`src/rtl/evq_pkg.sv`:
```
package evq_pkg;

    // Field widths of the stream payloads.
    localparam int CMD_W      = 2;
    localparam int TYPE_W     = 8;
    localparam int PARAM_W    = 16;
    localparam int HID_W      = 8;
    localparam int STATUS_W   = 3;
    localparam int QCOUNT_W   = 6;
    localparam int IN_DATA_W  = 32;
    localparam int OUT_DATA_W = 40;

    // Commands carried on the slave-side tuser.
    typedef enum logic [CMD_W-1:0] {
        CMD_POST        = 2'd0,
        CMD_DISPATCH    = 2'd1,
        CMD_SUBSCRIBE   = 2'd2,
        CMD_UNSUBSCRIBE = 2'd3
    } cmd_e;

    // Result status codes carried on the master-side tuser.
    typedef enum logic [STATUS_W-1:0] {
        STAT_OK         = 3'd0,
        STAT_QUEUE_FULL = 3'd1,
        STAT_TABLE_FULL = 3'd2,
        STAT_NO_HANDLER = 3'd3,
        STAT_EMPTY      = 3'd4,
        STAT_TYPE_ZERO  = 3'd5
    } status_e;

    // How the output register is filled.
    typedef enum logic [1:0] {
        EM_NONE  = 2'd0,
        EM_PLAIN = 2'd1,
        EM_HIT   = 2'd2,
        EM_MISS  = 2'd3
    } emit_e;

    // Controller states.
    typedef enum logic [1:0] {
        S_IDLE  = 2'd0,
        S_SCAN  = 2'd1,
        S_FINAL = 2'd2
    } state_e;

    // Commands from the controller to the datapath.
    typedef struct packed {
        logic    accept;
        logic    q_push;
        logic    q_pop;
        logic    scan_start;
        logic    scan_step;
        logic    slot_write;
        logic    slot_free;
        logic    hold_load;
        logic    found_set;
        emit_e   emit;
        status_e emit_status;
        logic    emit_last;
    } evq_cmd_t;

    // Status from the datapath to the controller.
    typedef struct packed {
        logic out_free;
        logic q_empty;
        logic q_full;
        logic in_type_zero;
        logic disp_hit;
        logic free_hit;
        logic unsub_hit;
        logic chk_end;
        logic hold_valid;
        logic found;
    } evq_stat_t;

endpackage

```
`src/rtl/evq_datapath.sv`:
```
module evq_datapath #(
    parameter int QUEUE_DEPTH = 32,
    parameter int TABLE_SLOTS = 32
) (
    input  logic                          clk,
    input  logic                          rst_n,
    input  logic [evq_pkg::IN_DATA_W-1:0] s_tdata,
    input  evq_pkg::evq_cmd_t             cmd,
    output evq_pkg::evq_stat_t            stat,
    input  logic                          m_tready,
    output logic                          m_tvalid,
    output logic [evq_pkg::OUT_DATA_W-1:0] m_tdata,
    output logic [evq_pkg::STATUS_W-1:0]  m_tuser,
    output logic                          m_tlast
);
    import evq_pkg::*;

    localparam int QIW     = (QUEUE_DEPTH > 1) ? $clog2(QUEUE_DEPTH) : 1;
    localparam int CW      = $clog2(QUEUE_DEPTH + 1);
    localparam int SLOT_IW = (TABLE_SLOTS > 1) ? $clog2(TABLE_SLOTS) : 1;
    localparam logic [QIW-1:0]     LAST_Q    = QIW'(QUEUE_DEPTH - 1);
    localparam logic [CW-1:0]      FULL_CNT  = CW'(QUEUE_DEPTH);
    localparam logic [SLOT_IW-1:0] LAST_SLOT = SLOT_IW'(TABLE_SLOTS - 1);

    // Input fields.
    logic [TYPE_W-1:0]  in_type;
    logic [PARAM_W-1:0] in_param;
    logic [HID_W-1:0]   in_hid;

    assign in_type  = s_tdata[TYPE_W-1:0];
    assign in_param = s_tdata[TYPE_W+PARAM_W-1:TYPE_W];
    assign in_hid   = s_tdata[TYPE_W+PARAM_W+HID_W-1:TYPE_W+PARAM_W];

    // Event queue storage and pointers.
    logic [TYPE_W-1:0]  q_type_mem  [QUEUE_DEPTH];
    logic [PARAM_W-1:0] q_param_mem [QUEUE_DEPTH];
    logic [QIW-1:0]     rd_ptr_reg, rd_ptr_next;
    logic [QIW-1:0]     wr_ptr_reg, wr_ptr_next;
    logic [CW-1:0]      count_reg, count_next;
    logic [TYPE_W-1:0]  ev_type_reg;
    logic [PARAM_W-1:0] ev_param_reg;

    // Subscriber table storage and scan stage.
    logic [TYPE_W-1:0]      sl_type_mem [TABLE_SLOTS];
    logic [HID_W-1:0]       sl_hid_mem  [TABLE_SLOTS];
    logic [TABLE_SLOTS-1:0] vld_reg;
    logic                   sl_vld_reg;
    logic [TYPE_W-1:0]      sl_type_reg;
    logic [HID_W-1:0]       sl_hid_reg;
    logic [SLOT_IW-1:0]     chk_idx_reg;
    logic [SLOT_IW-1:0]     sl_rd_addr;
    logic                   sl_rd_en;

    // Request latched at acceptance, and scan results.
    logic [TYPE_W-1:0] req_type_reg;
    logic [HID_W-1:0]  req_hid_reg;
    logic              hold_valid_reg;
    logic [HID_W-1:0]  hold_hid_reg;
    logic              found_reg;

    // Output register.
    logic                out_valid_reg;
    status_e             out_status_reg;
    logic [TYPE_W-1:0]   out_type_reg;
    logic [PARAM_W-1:0]  out_param_reg;
    logic [HID_W-1:0]    out_hid_reg;
    logic [QCOUNT_W-1:0] out_count_reg;
    logic                out_last_reg;
    logic                out_free;

    assign out_free = !out_valid_reg || m_tready;

    // Pointer and count updates.
    always_comb
    begin
        wr_ptr_next = wr_ptr_reg;
        rd_ptr_next = rd_ptr_reg;
        count_next  = count_reg;
        if (cmd.q_push)
        begin
            wr_ptr_next = (wr_ptr_reg == LAST_Q) ? '0 : wr_ptr_reg + QIW'(1);
            count_next  = count_reg + CW'(1);
        end
        else if (cmd.q_pop)
        begin
            rd_ptr_next = (rd_ptr_reg == LAST_Q) ? '0 : rd_ptr_reg + QIW'(1);
            count_next  = count_reg - CW'(1);
        end
    end

    always_ff @(posedge clk or negedge rst_n)
    begin
        if (!rst_n)
        begin
            rd_ptr_reg <= '0;
            wr_ptr_reg <= '0;
            count_reg  <= '0;
        end
        else
        begin
            rd_ptr_reg <= rd_ptr_next;
            wr_ptr_reg <= wr_ptr_next;
            count_reg  <= count_next;
        end
    end

    // Queue memory: one write port, one registered read port.
    always_ff @(posedge clk)
    begin
        if (cmd.q_push)
        begin
            q_type_mem[wr_ptr_reg]  <= in_type;
            q_param_mem[wr_ptr_reg] <= in_param;
        end
        if (cmd.q_pop)
        begin
            ev_type_reg  <= q_type_mem[rd_ptr_reg];
            ev_param_reg <= q_param_mem[rd_ptr_reg];
        end
    end

    // Slot read address: slot zero at the start, then the next slot.
    assign sl_rd_en   = cmd.scan_start || cmd.scan_step;
    assign sl_rd_addr = cmd.scan_start ? '0 : chk_idx_reg + SLOT_IW'(1);

    // Slot table memory: written at the slot under check, read one ahead.
    always_ff @(posedge clk)
    begin
        if (cmd.slot_write)
        begin
            sl_type_mem[chk_idx_reg] <= req_type_reg;
            sl_hid_mem[chk_idx_reg]  <= req_hid_reg;
        end
        if (sl_rd_en)
        begin
            sl_type_reg <= sl_type_mem[sl_rd_addr];
            sl_hid_reg  <= sl_hid_mem[sl_rd_addr];
        end
    end

    // Occupancy bits clear at reset, so every slot starts free.
    always_ff @(posedge clk or negedge rst_n)
    begin
        if (!rst_n)
        begin
            vld_reg     <= '0;
            sl_vld_reg  <= 1'b0;
            chk_idx_reg <= '0;
        end
        else
        begin
            if (cmd.slot_write)
            begin
                vld_reg[chk_idx_reg] <= 1'b1;
            end
            if (cmd.slot_free)
            begin
                vld_reg[chk_idx_reg] <= 1'b0;
            end
            if (sl_rd_en)
            begin
                sl_vld_reg  <= vld_reg[sl_rd_addr];
                chk_idx_reg <= sl_rd_addr;
            end
        end
    end

    // Request fields for subscribe and unsubscribe.
    always_ff @(posedge clk)
    begin
        if (cmd.accept)
        begin
            req_type_reg <= in_type;
            req_hid_reg  <= in_hid;
        end
        if (cmd.hold_load)
        begin
            hold_hid_reg <= sl_hid_reg;
        end
    end

    // Held dispatch hit and found flag for the running scan.
    always_ff @(posedge clk or negedge rst_n)
    begin
        if (!rst_n)
        begin
            hold_valid_reg <= 1'b0;
            found_reg      <= 1'b0;
        end
        else if (cmd.scan_start)
        begin
            hold_valid_reg <= 1'b0;
            found_reg      <= 1'b0;
        end
        else
        begin
            if (cmd.hold_load)
            begin
                hold_valid_reg <= 1'b1;
            end
            if (cmd.found_set)
            begin
                found_reg <= 1'b1;
            end
        end
    end

    // Output register valid flag.
    always_ff @(posedge clk or negedge rst_n)
    begin
        if (!rst_n)
        begin
            out_valid_reg <= 1'b0;
        end
        else if (cmd.emit != EM_NONE)
        begin
            out_valid_reg <= 1'b1;
        end
        else if (m_tready)
        begin
            out_valid_reg <= 1'b0;
        end
    end

    // Output register payload.
    always_ff @(posedge clk)
    begin
        if (cmd.emit != EM_NONE)
        begin
            out_status_reg <= cmd.emit_status;
            out_last_reg   <= cmd.emit_last;
            out_count_reg  <= QCOUNT_W'(count_next);
            case (cmd.emit)
                EM_HIT:
                begin
                    out_type_reg  <= ev_type_reg;
                    out_param_reg <= ev_param_reg;
                    out_hid_reg   <= hold_hid_reg;
                end
                EM_MISS:
                begin
                    out_type_reg  <= ev_type_reg;
                    out_param_reg <= ev_param_reg;
                    out_hid_reg   <= '0;
                end
                default:
                begin
                    out_type_reg  <= '0;
                    out_param_reg <= '0;
                    out_hid_reg   <= '0;
                end
            endcase
        end
    end

    assign m_tvalid = out_valid_reg;
    assign m_tuser  = out_status_reg;
    assign m_tlast  = out_last_reg;
    assign m_tdata  = {2'b00, out_count_reg, out_hid_reg, out_param_reg, out_type_reg};

    // Status towards the controller.
    always_comb
    begin
        stat.out_free     = out_free;
        stat.q_empty      = (count_reg == '0);
        stat.q_full       = (count_reg == FULL_CNT);
        stat.in_type_zero = (in_type == '0);
        stat.disp_hit     = sl_vld_reg && (sl_type_reg == ev_type_reg);
        stat.free_hit     = !sl_vld_reg;
        stat.unsub_hit    = sl_vld_reg && (sl_type_reg == req_type_reg)
                            && (sl_hid_reg == req_hid_reg);
        stat.chk_end      = (chk_idx_reg == LAST_SLOT);
        stat.hold_valid   = hold_valid_reg;
        stat.found        = found_reg;
    end

`ifndef SYNTHESIS
    a_push_not_full: assert property (@(posedge clk) disable iff (!rst_n)
        cmd.q_push |-> (count_reg != FULL_CNT))
        else $error("event pushed into a full queue");

    a_pop_not_empty: assert property (@(posedge clk) disable iff (!rst_n)
        cmd.q_pop |-> (count_reg != '0))
        else $error("event popped from an empty queue");

    a_empty_ptrs: assert property (@(posedge clk) disable iff (!rst_n)
        (count_reg == '0) |-> (rd_ptr_reg == wr_ptr_reg))
        else $error("queue empty but pointers differ");

    a_emit_free: assert property (@(posedge clk) disable iff (!rst_n)
        (cmd.emit != EM_NONE) |-> out_free)
        else $error("result overwrites a beat not yet taken");
`endif

endmodule

```
`src/rtl/evq_ctrl.sv`:
```
module evq_ctrl (
    input  logic               clk,
    input  logic               rst_n,
    input  logic               s_tvalid,
    output logic               s_tready,
    input  evq_pkg::cmd_e      command,
    input  evq_pkg::evq_stat_t stat,
    output evq_pkg::evq_cmd_t  cmd
);
    import evq_pkg::*;

    state_e state_reg, state_next;
    cmd_e   cur_cmd_reg, cur_cmd_next;
    logic   accept;
    logic   disp_advance;

    assign accept       = (state_reg == S_IDLE) && s_tvalid && stat.out_free;
    // A second hit can only move on once the output register is free to take the held one.
    assign disp_advance = !(stat.disp_hit && stat.hold_valid && !stat.out_free);

    always_ff @(posedge clk or negedge rst_n)
    begin
        if (!rst_n)
        begin
            state_reg   <= S_IDLE;
            cur_cmd_reg <= CMD_POST;
        end
        else
        begin
            state_reg   <= state_next;
            cur_cmd_reg <= cur_cmd_next;
        end
    end

    // Next state.
    always_comb
    begin
        state_next   = state_reg;
        cur_cmd_next = accept ? command : cur_cmd_reg;
        case (state_reg)
            S_IDLE:
            begin
                if (accept)
                begin
                    case (command)
                        CMD_DISPATCH:
                        begin
                            if (!stat.q_empty)
                            begin
                                state_next = S_SCAN;
                            end
                        end
                        CMD_SUBSCRIBE:
                        begin
                            if (!stat.in_type_zero)
                            begin
                                state_next = S_SCAN;
                            end
                        end
                        CMD_UNSUBSCRIBE:
                        begin
                            state_next = S_SCAN;
                        end
                        default:
                        begin
                            state_next = S_IDLE;
                        end
                    endcase
                end
            end
            S_SCAN:
            begin
                case (cur_cmd_reg)
                    CMD_DISPATCH:
                    begin
                        if (disp_advance && stat.chk_end)
                        begin
                            state_next = S_FINAL;
                        end
                    end
                    CMD_SUBSCRIBE:
                    begin
                        if (stat.free_hit || stat.chk_end)
                        begin
                            state_next = S_FINAL;
                        end
                    end
                    CMD_UNSUBSCRIBE:
                    begin
                        if (stat.unsub_hit || stat.chk_end)
                        begin
                            state_next = S_FINAL;
                        end
                    end
                    default:
                    begin
                        state_next = S_IDLE;
                    end
                endcase
            end
            S_FINAL:
            begin
                if (stat.out_free)
                begin
                    state_next = S_IDLE;
                end
            end
            default:
            begin
                state_next = S_IDLE;
            end
        endcase
    end

    // Outputs.
    always_comb
    begin
        s_tready = 1'b0;
        cmd      = '0;
        case (state_reg)
            S_IDLE:
            begin
                s_tready   = stat.out_free;
                cmd.accept = accept;
                if (accept)
                begin
                    case (command)
                        CMD_POST:
                        begin
                            cmd.emit      = EM_PLAIN;
                            cmd.emit_last = 1'b1;
                            if (stat.in_type_zero)
                            begin
                                cmd.emit_status = STAT_TYPE_ZERO;
                            end
                            else if (stat.q_full)
                            begin
                                cmd.emit_status = STAT_QUEUE_FULL;
                            end
                            else
                            begin
                                cmd.q_push      = 1'b1;
                                cmd.emit_status = STAT_OK;
                            end
                        end
                        CMD_DISPATCH:
                        begin
                            if (stat.q_empty)
                            begin
                                cmd.emit        = EM_PLAIN;
                                cmd.emit_status = STAT_EMPTY;
                                cmd.emit_last   = 1'b1;
                            end
                            else
                            begin
                                cmd.q_pop      = 1'b1;
                                cmd.scan_start = 1'b1;
                            end
                        end
                        CMD_SUBSCRIBE:
                        begin
                            if (stat.in_type_zero)
                            begin
                                cmd.emit        = EM_PLAIN;
                                cmd.emit_status = STAT_TYPE_ZERO;
                                cmd.emit_last   = 1'b1;
                            end
                            else
                            begin
                                cmd.scan_start = 1'b1;
                            end
                        end
                        CMD_UNSUBSCRIBE:
                        begin
                            cmd.scan_start = 1'b1;
                        end
                        default:
                        begin
                            cmd.scan_start = 1'b0;
                        end
                    endcase
                end
            end
            S_SCAN:
            begin
                case (cur_cmd_reg)
                    CMD_DISPATCH:
                    begin
                        if (disp_advance)
                        begin
                            cmd.scan_step = !stat.chk_end;
                            if (stat.disp_hit)
                            begin
                                cmd.hold_load = 1'b1;
                                if (stat.hold_valid)
                                begin
                                    cmd.emit        = EM_HIT;
                                    cmd.emit_status = STAT_OK;
                                end
                            end
                        end
                    end
                    CMD_SUBSCRIBE:
                    begin
                        if (stat.free_hit)
                        begin
                            cmd.slot_write = 1'b1;
                            cmd.found_set  = 1'b1;
                        end
                        else
                        begin
                            cmd.scan_step = !stat.chk_end;
                        end
                    end
                    CMD_UNSUBSCRIBE:
                    begin
                        if (stat.unsub_hit)
                        begin
                            cmd.slot_free = 1'b1;
                            cmd.found_set = 1'b1;
                        end
                        else
                        begin
                            cmd.scan_step = !stat.chk_end;
                        end
                    end
                    default:
                    begin
                        cmd.scan_step = 1'b0;
                    end
                endcase
            end
            S_FINAL:
            begin
                if (stat.out_free)
                begin
                    cmd.emit      = EM_PLAIN;
                    cmd.emit_last = 1'b1;
                    case (cur_cmd_reg)
                        CMD_DISPATCH:
                        begin
                            if (stat.hold_valid)
                            begin
                                cmd.emit        = EM_HIT;
                                cmd.emit_status = STAT_OK;
                            end
                            else
                            begin
                                cmd.emit        = EM_MISS;
                                cmd.emit_status = STAT_EMPTY;
                            end
                        end
                        CMD_SUBSCRIBE:
                        begin
                            cmd.emit_status = stat.found ? STAT_OK : STAT_TABLE_FULL;
                        end
                        CMD_UNSUBSCRIBE:
                        begin
                            cmd.emit_status = stat.found ? STAT_OK : STAT_NO_HANDLER;
                        end
                        default:
                        begin
                            cmd.emit_status = STAT_OK;
                        end
                    endcase
                end
            end
            default:
            begin
                s_tready = 1'b0;
            end
        endcase
    end

endmodule

```
`src/rtl/event_queue_dispatcher.sv`:
```
// Channel   Direction  Beat contents
// s_*       in         tuser: command; tdata: event_type, event_param, handler_id
// m_*       out        tuser: status; tdata: out_type, out_param, out_handler,
//                      queue_count; tlast: last
//
// For a post, a dispatch on an empty queue and a subscribe of type zero, the
// result is loaded on the beat that accepts the command. Dispatch, subscribe
// and unsubscribe walk the subscriber table one slot per cycle through its
// single read port, but a dispatch pauses while a second hit waits for the
// output register. A new command is accepted only in idle, with that register free.
// Reset is asynchronous and active low; it empties the queue and frees
// every slot at once, with no clearing pass.
module event_queue_dispatcher #(
    parameter int QUEUE_DEPTH = 32,
    parameter int TABLE_SLOTS = 32
) (
    input  logic                           clk,
    input  logic                           rst_n,
    input  logic                           s_tvalid,
    output logic                           s_tready,
    // [7:0] event_type, [23:8] event_param, [31:24] handler_id
    input  logic [evq_pkg::IN_DATA_W-1:0]  s_tdata,
    // [1:0] command
    input  logic [evq_pkg::CMD_W-1:0]      s_tuser,
    output logic                           m_tvalid,
    input  logic                           m_tready,
    // [7:0] out_type, [23:8] out_param, [31:24] out_handler,
    // [37:32] queue_count, [39:38] zero
    output logic [evq_pkg::OUT_DATA_W-1:0] m_tdata,
    // [2:0] status
    output logic [evq_pkg::STATUS_W-1:0]   m_tuser,
    output logic                           m_tlast
);
    import evq_pkg::*;

    evq_cmd_t  dp_cmd;
    evq_stat_t dp_stat;
    cmd_e      command;

    assign command = cmd_e'(s_tuser);

    evq_ctrl u_ctrl (
        .clk      (clk),
        .rst_n    (rst_n),
        .s_tvalid (s_tvalid),
        .s_tready (s_tready),
        .command  (command),
        .stat     (dp_stat),
        .cmd      (dp_cmd)
    );

    evq_datapath #(
        .QUEUE_DEPTH (QUEUE_DEPTH),
        .TABLE_SLOTS (TABLE_SLOTS)
    ) u_datapath (
        .clk      (clk),
        .rst_n    (rst_n),
        .s_tdata  (s_tdata),
        .cmd      (dp_cmd),
        .stat     (dp_stat),
        .m_tready (m_tready),
        .m_tvalid (m_tvalid),
        .m_tdata  (m_tdata),
        .m_tuser  (m_tuser),
        .m_tlast  (m_tlast)
    );

endmodule

```
`config.mk`:
```
export PLATFORM = sky130hd
export DESIGN_NAME = event_queue_dispatcher
export DESIGN_NICKNAME = d
export VERILOG_FILES = /design/src/rtl/evq_pkg.sv /design/src/rtl/evq_datapath.sv /design/src/rtl/evq_ctrl.sv /design/src/rtl/event_queue_dispatcher.sv
export SDC_FILE = /design/constraint.sdc
export NUM_CORES = 2
export LEC_CHECK = 0
export CORE_UTILIZATION = 45
export CTS_CLUSTER_SIZE = 40
export DETAILED_ROUTE_END_ITERATION = 6
export DONT_BUFFER_PORTS = 1
export GPL_ROUTABILITY_DRIVEN = 0
export SYNTH_ARGS = -nofsm -noshare
export SYNTH_HDL_FRONTEND = slang
export SYNTH_SLANG_ARGS = --single-unit
export TNS_END_PERCENT = 1
```
`constraint.sdc`:
```
create_clock -name clk -period 9.6 [get_ports clk]
set_clock_uncertainty 0.05 [all_clocks]
set_input_delay 0 -clock clk [delete_from_list [all_inputs] [get_ports clk]]
set_output_delay 0 -clock clk [all_outputs]
set_load 0.005 [all_outputs]
```
== Word-level counts from Yosys, hierarchy flattened ==
Memories as Yosys holds them, arrays and structs flattened. A register that Yosys moved wholly into a read port is not among the register bits.
Index checks and enable logic that the tools add are counted.

* Mux-type cells: 72
* $add $sub $neg: 5
* Shift operators: 0
* $mul: 0
* Equality and inequality tests: 24
* Reduce and logical (&&, ||, !) cells: 29
* Div/mod/pow operators: 0
* Bitwise operators: 4
* $lt $le $gt $ge: 3

{| class="wikitable"
|+ Operators by type and width
! cell !! count
|-
| $mux 32 || 2
|-
| $mux 5 || 10
|-
| $and 32x32->32 || 1
|-
| $not 32->32 || 1
|-
| $or 32x32->32 || 1
|-
| $mux 1 || 29
|-
| $eq 8x8->1 || 3
|-
| $mux 6 || 4
|-
| $mux 2 || 11
|-
| $pmux 2 s3 || 3
|-
| $pmux 6 s3 || 1
|-
| $add 5x1->5 const B || 3
|-
| $eq 5x5->1 const B || 3
|-
| $pmux 5 s3 || 1
|-
| $eq 2x2->1 const B || 7
|-
| $lt 5x6->1 const B || 2
|-
| $logic_and 1x1->1 || 9
|-
| $ne 3x2->1 const B || 3
|-
| $pmux 3 s3 || 1
|-
| $logic_not 8->1 || 1
|-
| $mux 4 || 2
|-
| $reduce_bool 2->1 || 4
|-
| $reduce_and 7->1 || 1
|-
| $add 6x1->6 const B || 1
|-
| other kinds (18) || 33
|}

* Bits in read-only memories: 0
* Memory bits (writable): 1,280
* Output and inout port bits: 46
* Memories: 4
* Input bits: 38
* Register bits: 127
* Bits in latches: 0

{| class="wikitable"
|+ Memory list
! memory !! words !! width !! read ports !! clocked after memory_dff !! write ports !! RTL line !! text
|-
| u_datapath.q_param_mem || 32 || 16 || 1 || 1 || 1 || evq_datapath.sv:36 || <nowiki>logic [PARAM_W-1:0] q_param_mem [QUEUE_DEPTH];</nowiki>
|-
| u_datapath.q_type_mem || 32 || 8 || 1 || 1 || 1 || evq_datapath.sv:35 || <nowiki>logic [TYPE_W-1:0] q_type_mem [QUEUE_DEPTH];</nowiki>
|-
| u_datapath.sl_hid_mem || 32 || 8 || 1 || 1 || 1 || evq_datapath.sv:45 || <nowiki>logic [HID_W-1:0] sl_hid_mem [TABLE_SLOTS];</nowiki>
|-
| u_datapath.sl_type_mem || 32 || 8 || 1 || 1 || 1 || evq_datapath.sv:44 || <nowiki>logic [TYPE_W-1:0] sl_type_mem [TABLE_SLOTS];</nowiki>
|}

== Depth between registers and ports, before layout ==
* Depth in word-level cells: 10
* Gate-level depth with buffers: 12
* Depth with buffers taken out: 11

== Cells and area by module ==
A second synthesis with hierarchy kept.

* Cells, all modules: 2,925
* Area total of the unflattened synthesis: 56,027.5 µm²

{| class="wikitable"
|+ Modules (own cells, without submodules)
! module !! times used !! cells an instance !! seq. area each (µm²) !! area each (µm²)
|-
| evq_datapath || 1 || 2,865 || 43,046.3 || 55,550.8
|-
| evq_ctrl || 1 || 60 || 100.1 || 476.7
|}

== Worst setup path before layout ==
No wires, ideal clock.

* Kind: reg2reg
* From: register u_ctrl.state_reg[1]
* To: memory u_datapath.q_param_mem[13][0], enable pin
* Stages on the path, launching flop included: 8
* Clock period less this slack: 4.044 ns
* Buffers on the path: 2
* Setup time: 0.435 ns
* Arrival time: 3.559 ns
* Setup slack: 5.556 ns
* Cells stage by stage: dfrtp_1 > nor2_1 > nand3_1 > clkbuf_1 > a211oi_2 > clkbuf_1 > nand2_1 > nor3_1

* Longest elaborated chain between the ends: 7

{| class="wikitable"
|+ Ends and longest elaborated chain
! element !! RTL line !! text
|-
| from (decl) || evq_ctrl.sv:12 || <nowiki>state_e state_reg, state_next;</nowiki>
|-
| from (signal assigned) || evq_ctrl.sv:30 || <nowiki>state_reg <= state_next;</nowiki>
|-
| $logic_not 2->1 * || evq_ctrl.sv:17, evq_ctrl.sv:120 ||
|-
| $logic_and 1x1->1 (2 in series) || evq_ctrl.sv:17 || <nowiki>assign accept = (state_reg == S_IDLE) && s_tvalid && stat.out_free;</nowiki>
|-
| $mux 3 || evq_ctrl.sv:125 || <nowiki>if (accept)</nowiki>
|-
| $mux 4 * || evq_ctrl.sv:120 || <nowiki>case (state_reg)</nowiki>
|-
| $mux 1 * || evq_datapath.sv:110 || <nowiki>if (cmd.q_push)</nowiki>
|-
| $mux 1 (implied by the code) * || evq_datapath.sv:113 || <nowiki>q_param_mem[wr_ptr_reg] <= in_param;</nowiki>
|-
| to (decl) || evq_datapath.sv:36 ||
|}

Every way passes the cells marked *; elsewhere a longest branch is shown, timed or not.

== Worst setup path in the final report ==
* From: register u_datapath.chk_idx_reg[0]
* To: register u_datapath.sl_hid_reg[0] (read register of u_datapath.sl_hid_mem), data pin

* Longest elaborated chain between the ends: 6
* Elaborated cells between the ends (all ways): 10
* Classes of those cells: add/sub (1); eq/ne (1); mux (6); reduce/logical (2)

{| class="wikitable"
|+ Ends and longest elaborated chain
! element !! RTL line !! text
|-
| from (decl) || evq_datapath.sv:50 || <nowiki>logic [SLOT_IW-1:0] chk_idx_reg;</nowiki>
|-
| from (signal assigned) || evq_datapath.sv:163 || <nowiki>chk_idx_reg <= sl_rd_addr;</nowiki>
|-
| $eq 5x5->1 || evq_datapath.sv:272 || <nowiki>stat.chk_end = (chk_idx_reg == LAST_SLOT);</nowiki>
|-
| $logic_not 1->1 || evq_ctrl.sv:191, evq_ctrl.sv:212, evq_ctrl.sv:224 ||
|-
| $mux 1 (on tied branches) || evq_ctrl.sv:217, evq_ctrl.sv:189, evq_ctrl.sv:205 ||
|-
| $pmux 1 s3 || evq_ctrl.sv:186 || <nowiki>case (cur_cmd_reg)</nowiki>
|-
| $mux 5 || evq_ctrl.sv:120 ||
|-
| $logic_or 1x1->1 || evq_datapath.sv:123 || <nowiki>assign sl_rd_en = cmd.scan_start || cmd.scan_step;</nowiki>
|-
| to (decl) || evq_datapath.sv:49 || <nowiki>logic [HID_W-1:0] sl_hid_reg;</nowiki>
|}

Several ways; a longest one is shown, not always the timed one.
A chain may end at the register's enable or synchronous reset.

==> impl_metrics.py <==
metrics = {
    "global_route": {
        "grtUsageTotal_pct": 23.7,
        "overflow": 0,
        "grt_antenna_before_repair": 3,
        "grt_max_degree": 155,
        "first_global_vias": 29500,
        "grt_first_pass_wirelength_mm": 214,
    },
    "floorplanning": {
        "design.core.area_sq_mm": 0.124,
        "top_level_pins": 84,
        "die_width_um": 356,
        "die_area_sq_mm": 0.127,
        "start_util_pct": 45.5,
        "die_height_um": 356,
        "placementRows": 129,
    },
    "cells_and_area": {
        "utilization_pct": 51.8,
        "fill_cells": 9650,
        "synthToLayoutAreaGrowth_pct": 13.9,
        "layout.nets": 3048,
        "number_of_flip_flops_under_the_largest_register_name": 512,
        "drive_above_1_share_pct": 23.3,
        "register_bank_with_the_most_flops": "u_datapath.q_param_mem",
    },
    "pwr": {
        "p_leak_nw": 20.3,
        "power.density_cell_area_mw_per_mm2": 273,
        "peakVddDrop_uv": 191,
        "report.power.total_w": 0.0176,
    },
    "cts": {
        "clock_root_buffer": "clkbuf_16",
        "cts.sink_count": 1447,
        "clock_tree_from_tritoncts": "yes",
        "cts.clk_slew.worst_paths_ns": 0.07,
        "clock_tree.buffer_depth": 3,
        "cts_made_buffers": 147,
        "clock_latency_ns": 0.79,
        "htree_num_levels": 4,
    },
    "logic_synthesis": {
        "ys_seq_elements": 1447,
        "synth_compound_area_share_pct": 4.35,
        "synthAdderAreaFrac_pct": 0.310,
        "syn_avg_cell_area_sq_um": 19.9,
        "synth_common_cells": "1386 x edfxtp_1, 283 x mux4_2, 128 x nand2_1",
        "post_synth_inst_count": 2838,
        "synth_enable_flop_cells": 1386,
        "netlist_top_cells_area": "edfxtp_1 74%, mux4_2 11%, dfrtp_1 2.7%",
        "synthXorXnorAreaFrac_pct": 0.527,
        "synthesis.yosys.warnings": 0,
        "most_common_cell_in_the_netlist": "edfxtp_1",
        "multiplexer_share_of_the_synthesized_area_pct": 13.4,
        "yosysTopAreaCell": "edfxtp_1",
        "synthDominantCellAreaShare_pct": 73.7,
        "synth-simple-area-share_pct": 3.69,
        "synthDistinctLibCells": 79,
        "synthesis.area_sq_mm": 0.0565,
        "seq_area_frac_synth_pct": 76.4,
        "async_flop_share_pct": 4.22,
        "dominant_combinational_cell_family_by_area_after_synthesis": "multiplexers",
        "synth_top_flop_cell": "edfxtp_1",
    },
    "setup_path": {
        "worst-endpoint-required_ns": 10.12,
        "wp_data_arrival_ns": 5.23,
        "r2r_start": "u_datapath.chk_idx_reg[0]$_DFFE_PN0P_",
        "worst_setup_path_end_kind": "flip-flop",
        "worstPathMaxFanout": 38,
        "critical_path.startpoint": "u_datapath.chk_idx_reg[0]$_DFFE_PN0P_",
        "startpoint_type": "flip-flop",
        "critical_path_class": "flip-flop to flip-flop",
    },
    "outcome": {
        "failed_checks": "DRC",
        "run_status": "finished, violations left",
    },
    "timing": {
        "tns_ns": 0,
        "period_minus_slack_ns": 4.72,
        "fin_crit_sh_pct": 49.1,
        "setup_slack_ns": 4.88,
        "timing.final.setup_violations": 0,
        "max_clock_freq_ghz": 0.212,
        "rsz0062_at_grt": "no",
        "hold_viol_final": 0,
        "hold_ws_ns": 0.0853,
        "worst_case_headroom_to_the_max_slew_limit_pct": 11.7,
        "timing_max_transition_violations_final": 0,
        "worst_pin_slew_ns": 1.32,
    },
    "route": {
        "firstDrtPassIters": 7,
        "post_drt_via_cell_ratio": 6.12,
        "route.final.wire_length_mm": 149,
        "antenna_left": 0,
        "drtIter0Drc": 3552,
        "routedWlPerCell_um": 31.4,
        "remaining_drc_errors": 8,
        "routed-via-count": 29100,
    },
    "hold_path": {
        "worst_hold_startpoint": "s_tuser[1]",
        "hp-class": "primary input to flip-flop",
    },
    "place": {
        "place_ws_ns": 5.10,
        "hpwlAfterDp_mm": 85.3,
        "place.port_buffers": 0,
    },
    "run": {
        "max-cap-violations": 0,
    },
}
-- timing repair --
| item | 4_1_cts | 5_1_grt |
|---|---|---|
| gates resized for setup | 0 | 0 |
| hold buffers | 58 | 0 |
| setup buffers | 0 | 0 |
| endpoints found under the hold margin | 886 | 0 |
-- routing by layer --
layer	vias up	track usage [%]	wire [um]
met5	-	0	0
met2	1266	39.6	74400
met1	15500	31.3	58800
met4	0	8.70	4870
met3	274	4.17	11000
li1	12000	-	-
-- critical path, stage by stage, from the launching register on --
cell and delay (ns):
dfrtp_4 0.81, inv_1 0.54, ha_1 0.90, buf_4 0.41
inv_1 0.07, buf_4 0.29, nor2_1 0.35, buf_4 0.36
a32o_1 0.19, nand2_1 0.08, a311oi_1 0.43
-- layout make-up --
class,count,area (sq um),area share [%]
Tap cell,1637,2050,3.18
Clock inverter,69,633,0.984
Sequential cell,1447,43200,67.1
Clock buffer,194,4020,6.25
Multi-Input combinational cell,1218,12900,20.0
Antenna cell,2,5.00,0.00778
Timing Repair Buffer,168,1520,2.36
Inverter,14,52.6,0.0817
-- power breakdown --
| group | total [W] | switching (W) | internal [W] |
|---|---|---|---|
| Combinational | 0.00417 | 0.00246 | 0.00171 |
| Clock | 0.00557 | 0.00238 | 0.00319 |
| Sequential | 0.00781 | 0.000416 | 0.00739 |
| Total | 0.0176 | 0.00526 | 0.0123 |
-- worst paths after layout --
path / to / slack (ns) / cells past startpoint
worst max register to register: u_datapath.sl_hid_reg[0]$_DFFE_PP_ / 4.88 / 10
min in group asynchronous: u_datapath.vld_reg[8]$_DFF_PN0_ / 0.54 / 4
worst max-delay path: u_datapath.sl_hid_reg[0]$_DFFE_PP_ / 4.88 / 10
worst min-delay path: u_ctrl.state_reg[0]$_DFFE_PN0P_ / 0.09 / 4
max in group asynchronous: u_datapath.chk_idx_reg[0]$_DFFE_PN0P_ / 8.66 / 4
worst min register to register: u_datapath.found_reg$_DFFE_PN0P_ / 0.48 / 2
-- through the flow --
stage               instance area, sq um  cells
floorplan                          56500   2839
CTS                                64300   4747
detailed placement                 59000   4426
global placement                   59000   4426
global route                       64300   4747
finish                             64300   4749
-- logic make-up (layout without fill, tap and decap cells) --
family          count (synthesis)  after routing
flops                        1447           1447
simple gates                  435            435
mux                           397            397
compound gates                336            336
buf+inv                       174            445
xor+xnor                       34             34
fa+ha+maj                      14             14
other cells                     1              4
-- placed cells by master, fill, tap and decap left out, drive strengths merged, types with 24 or more instances in the layout --
cell         Yosys  routed
nor2           124     124
and3            24      24
o21ai           91      91
clkinv           1      56
mux2i           63      63
a21oi           38      38
and2            31      31
dfrtp           61      61
nand3           44      44
clkbuf          98     194
nor3            31      31
nand2          131     131
mux2            51      51
mux4           283     283
a2bb2oi         32      32
dlygate4sd3      0      51
edfxtp        1386    1386
buf             62     117
No activity file was read; power rests on OpenSTA's default activity.
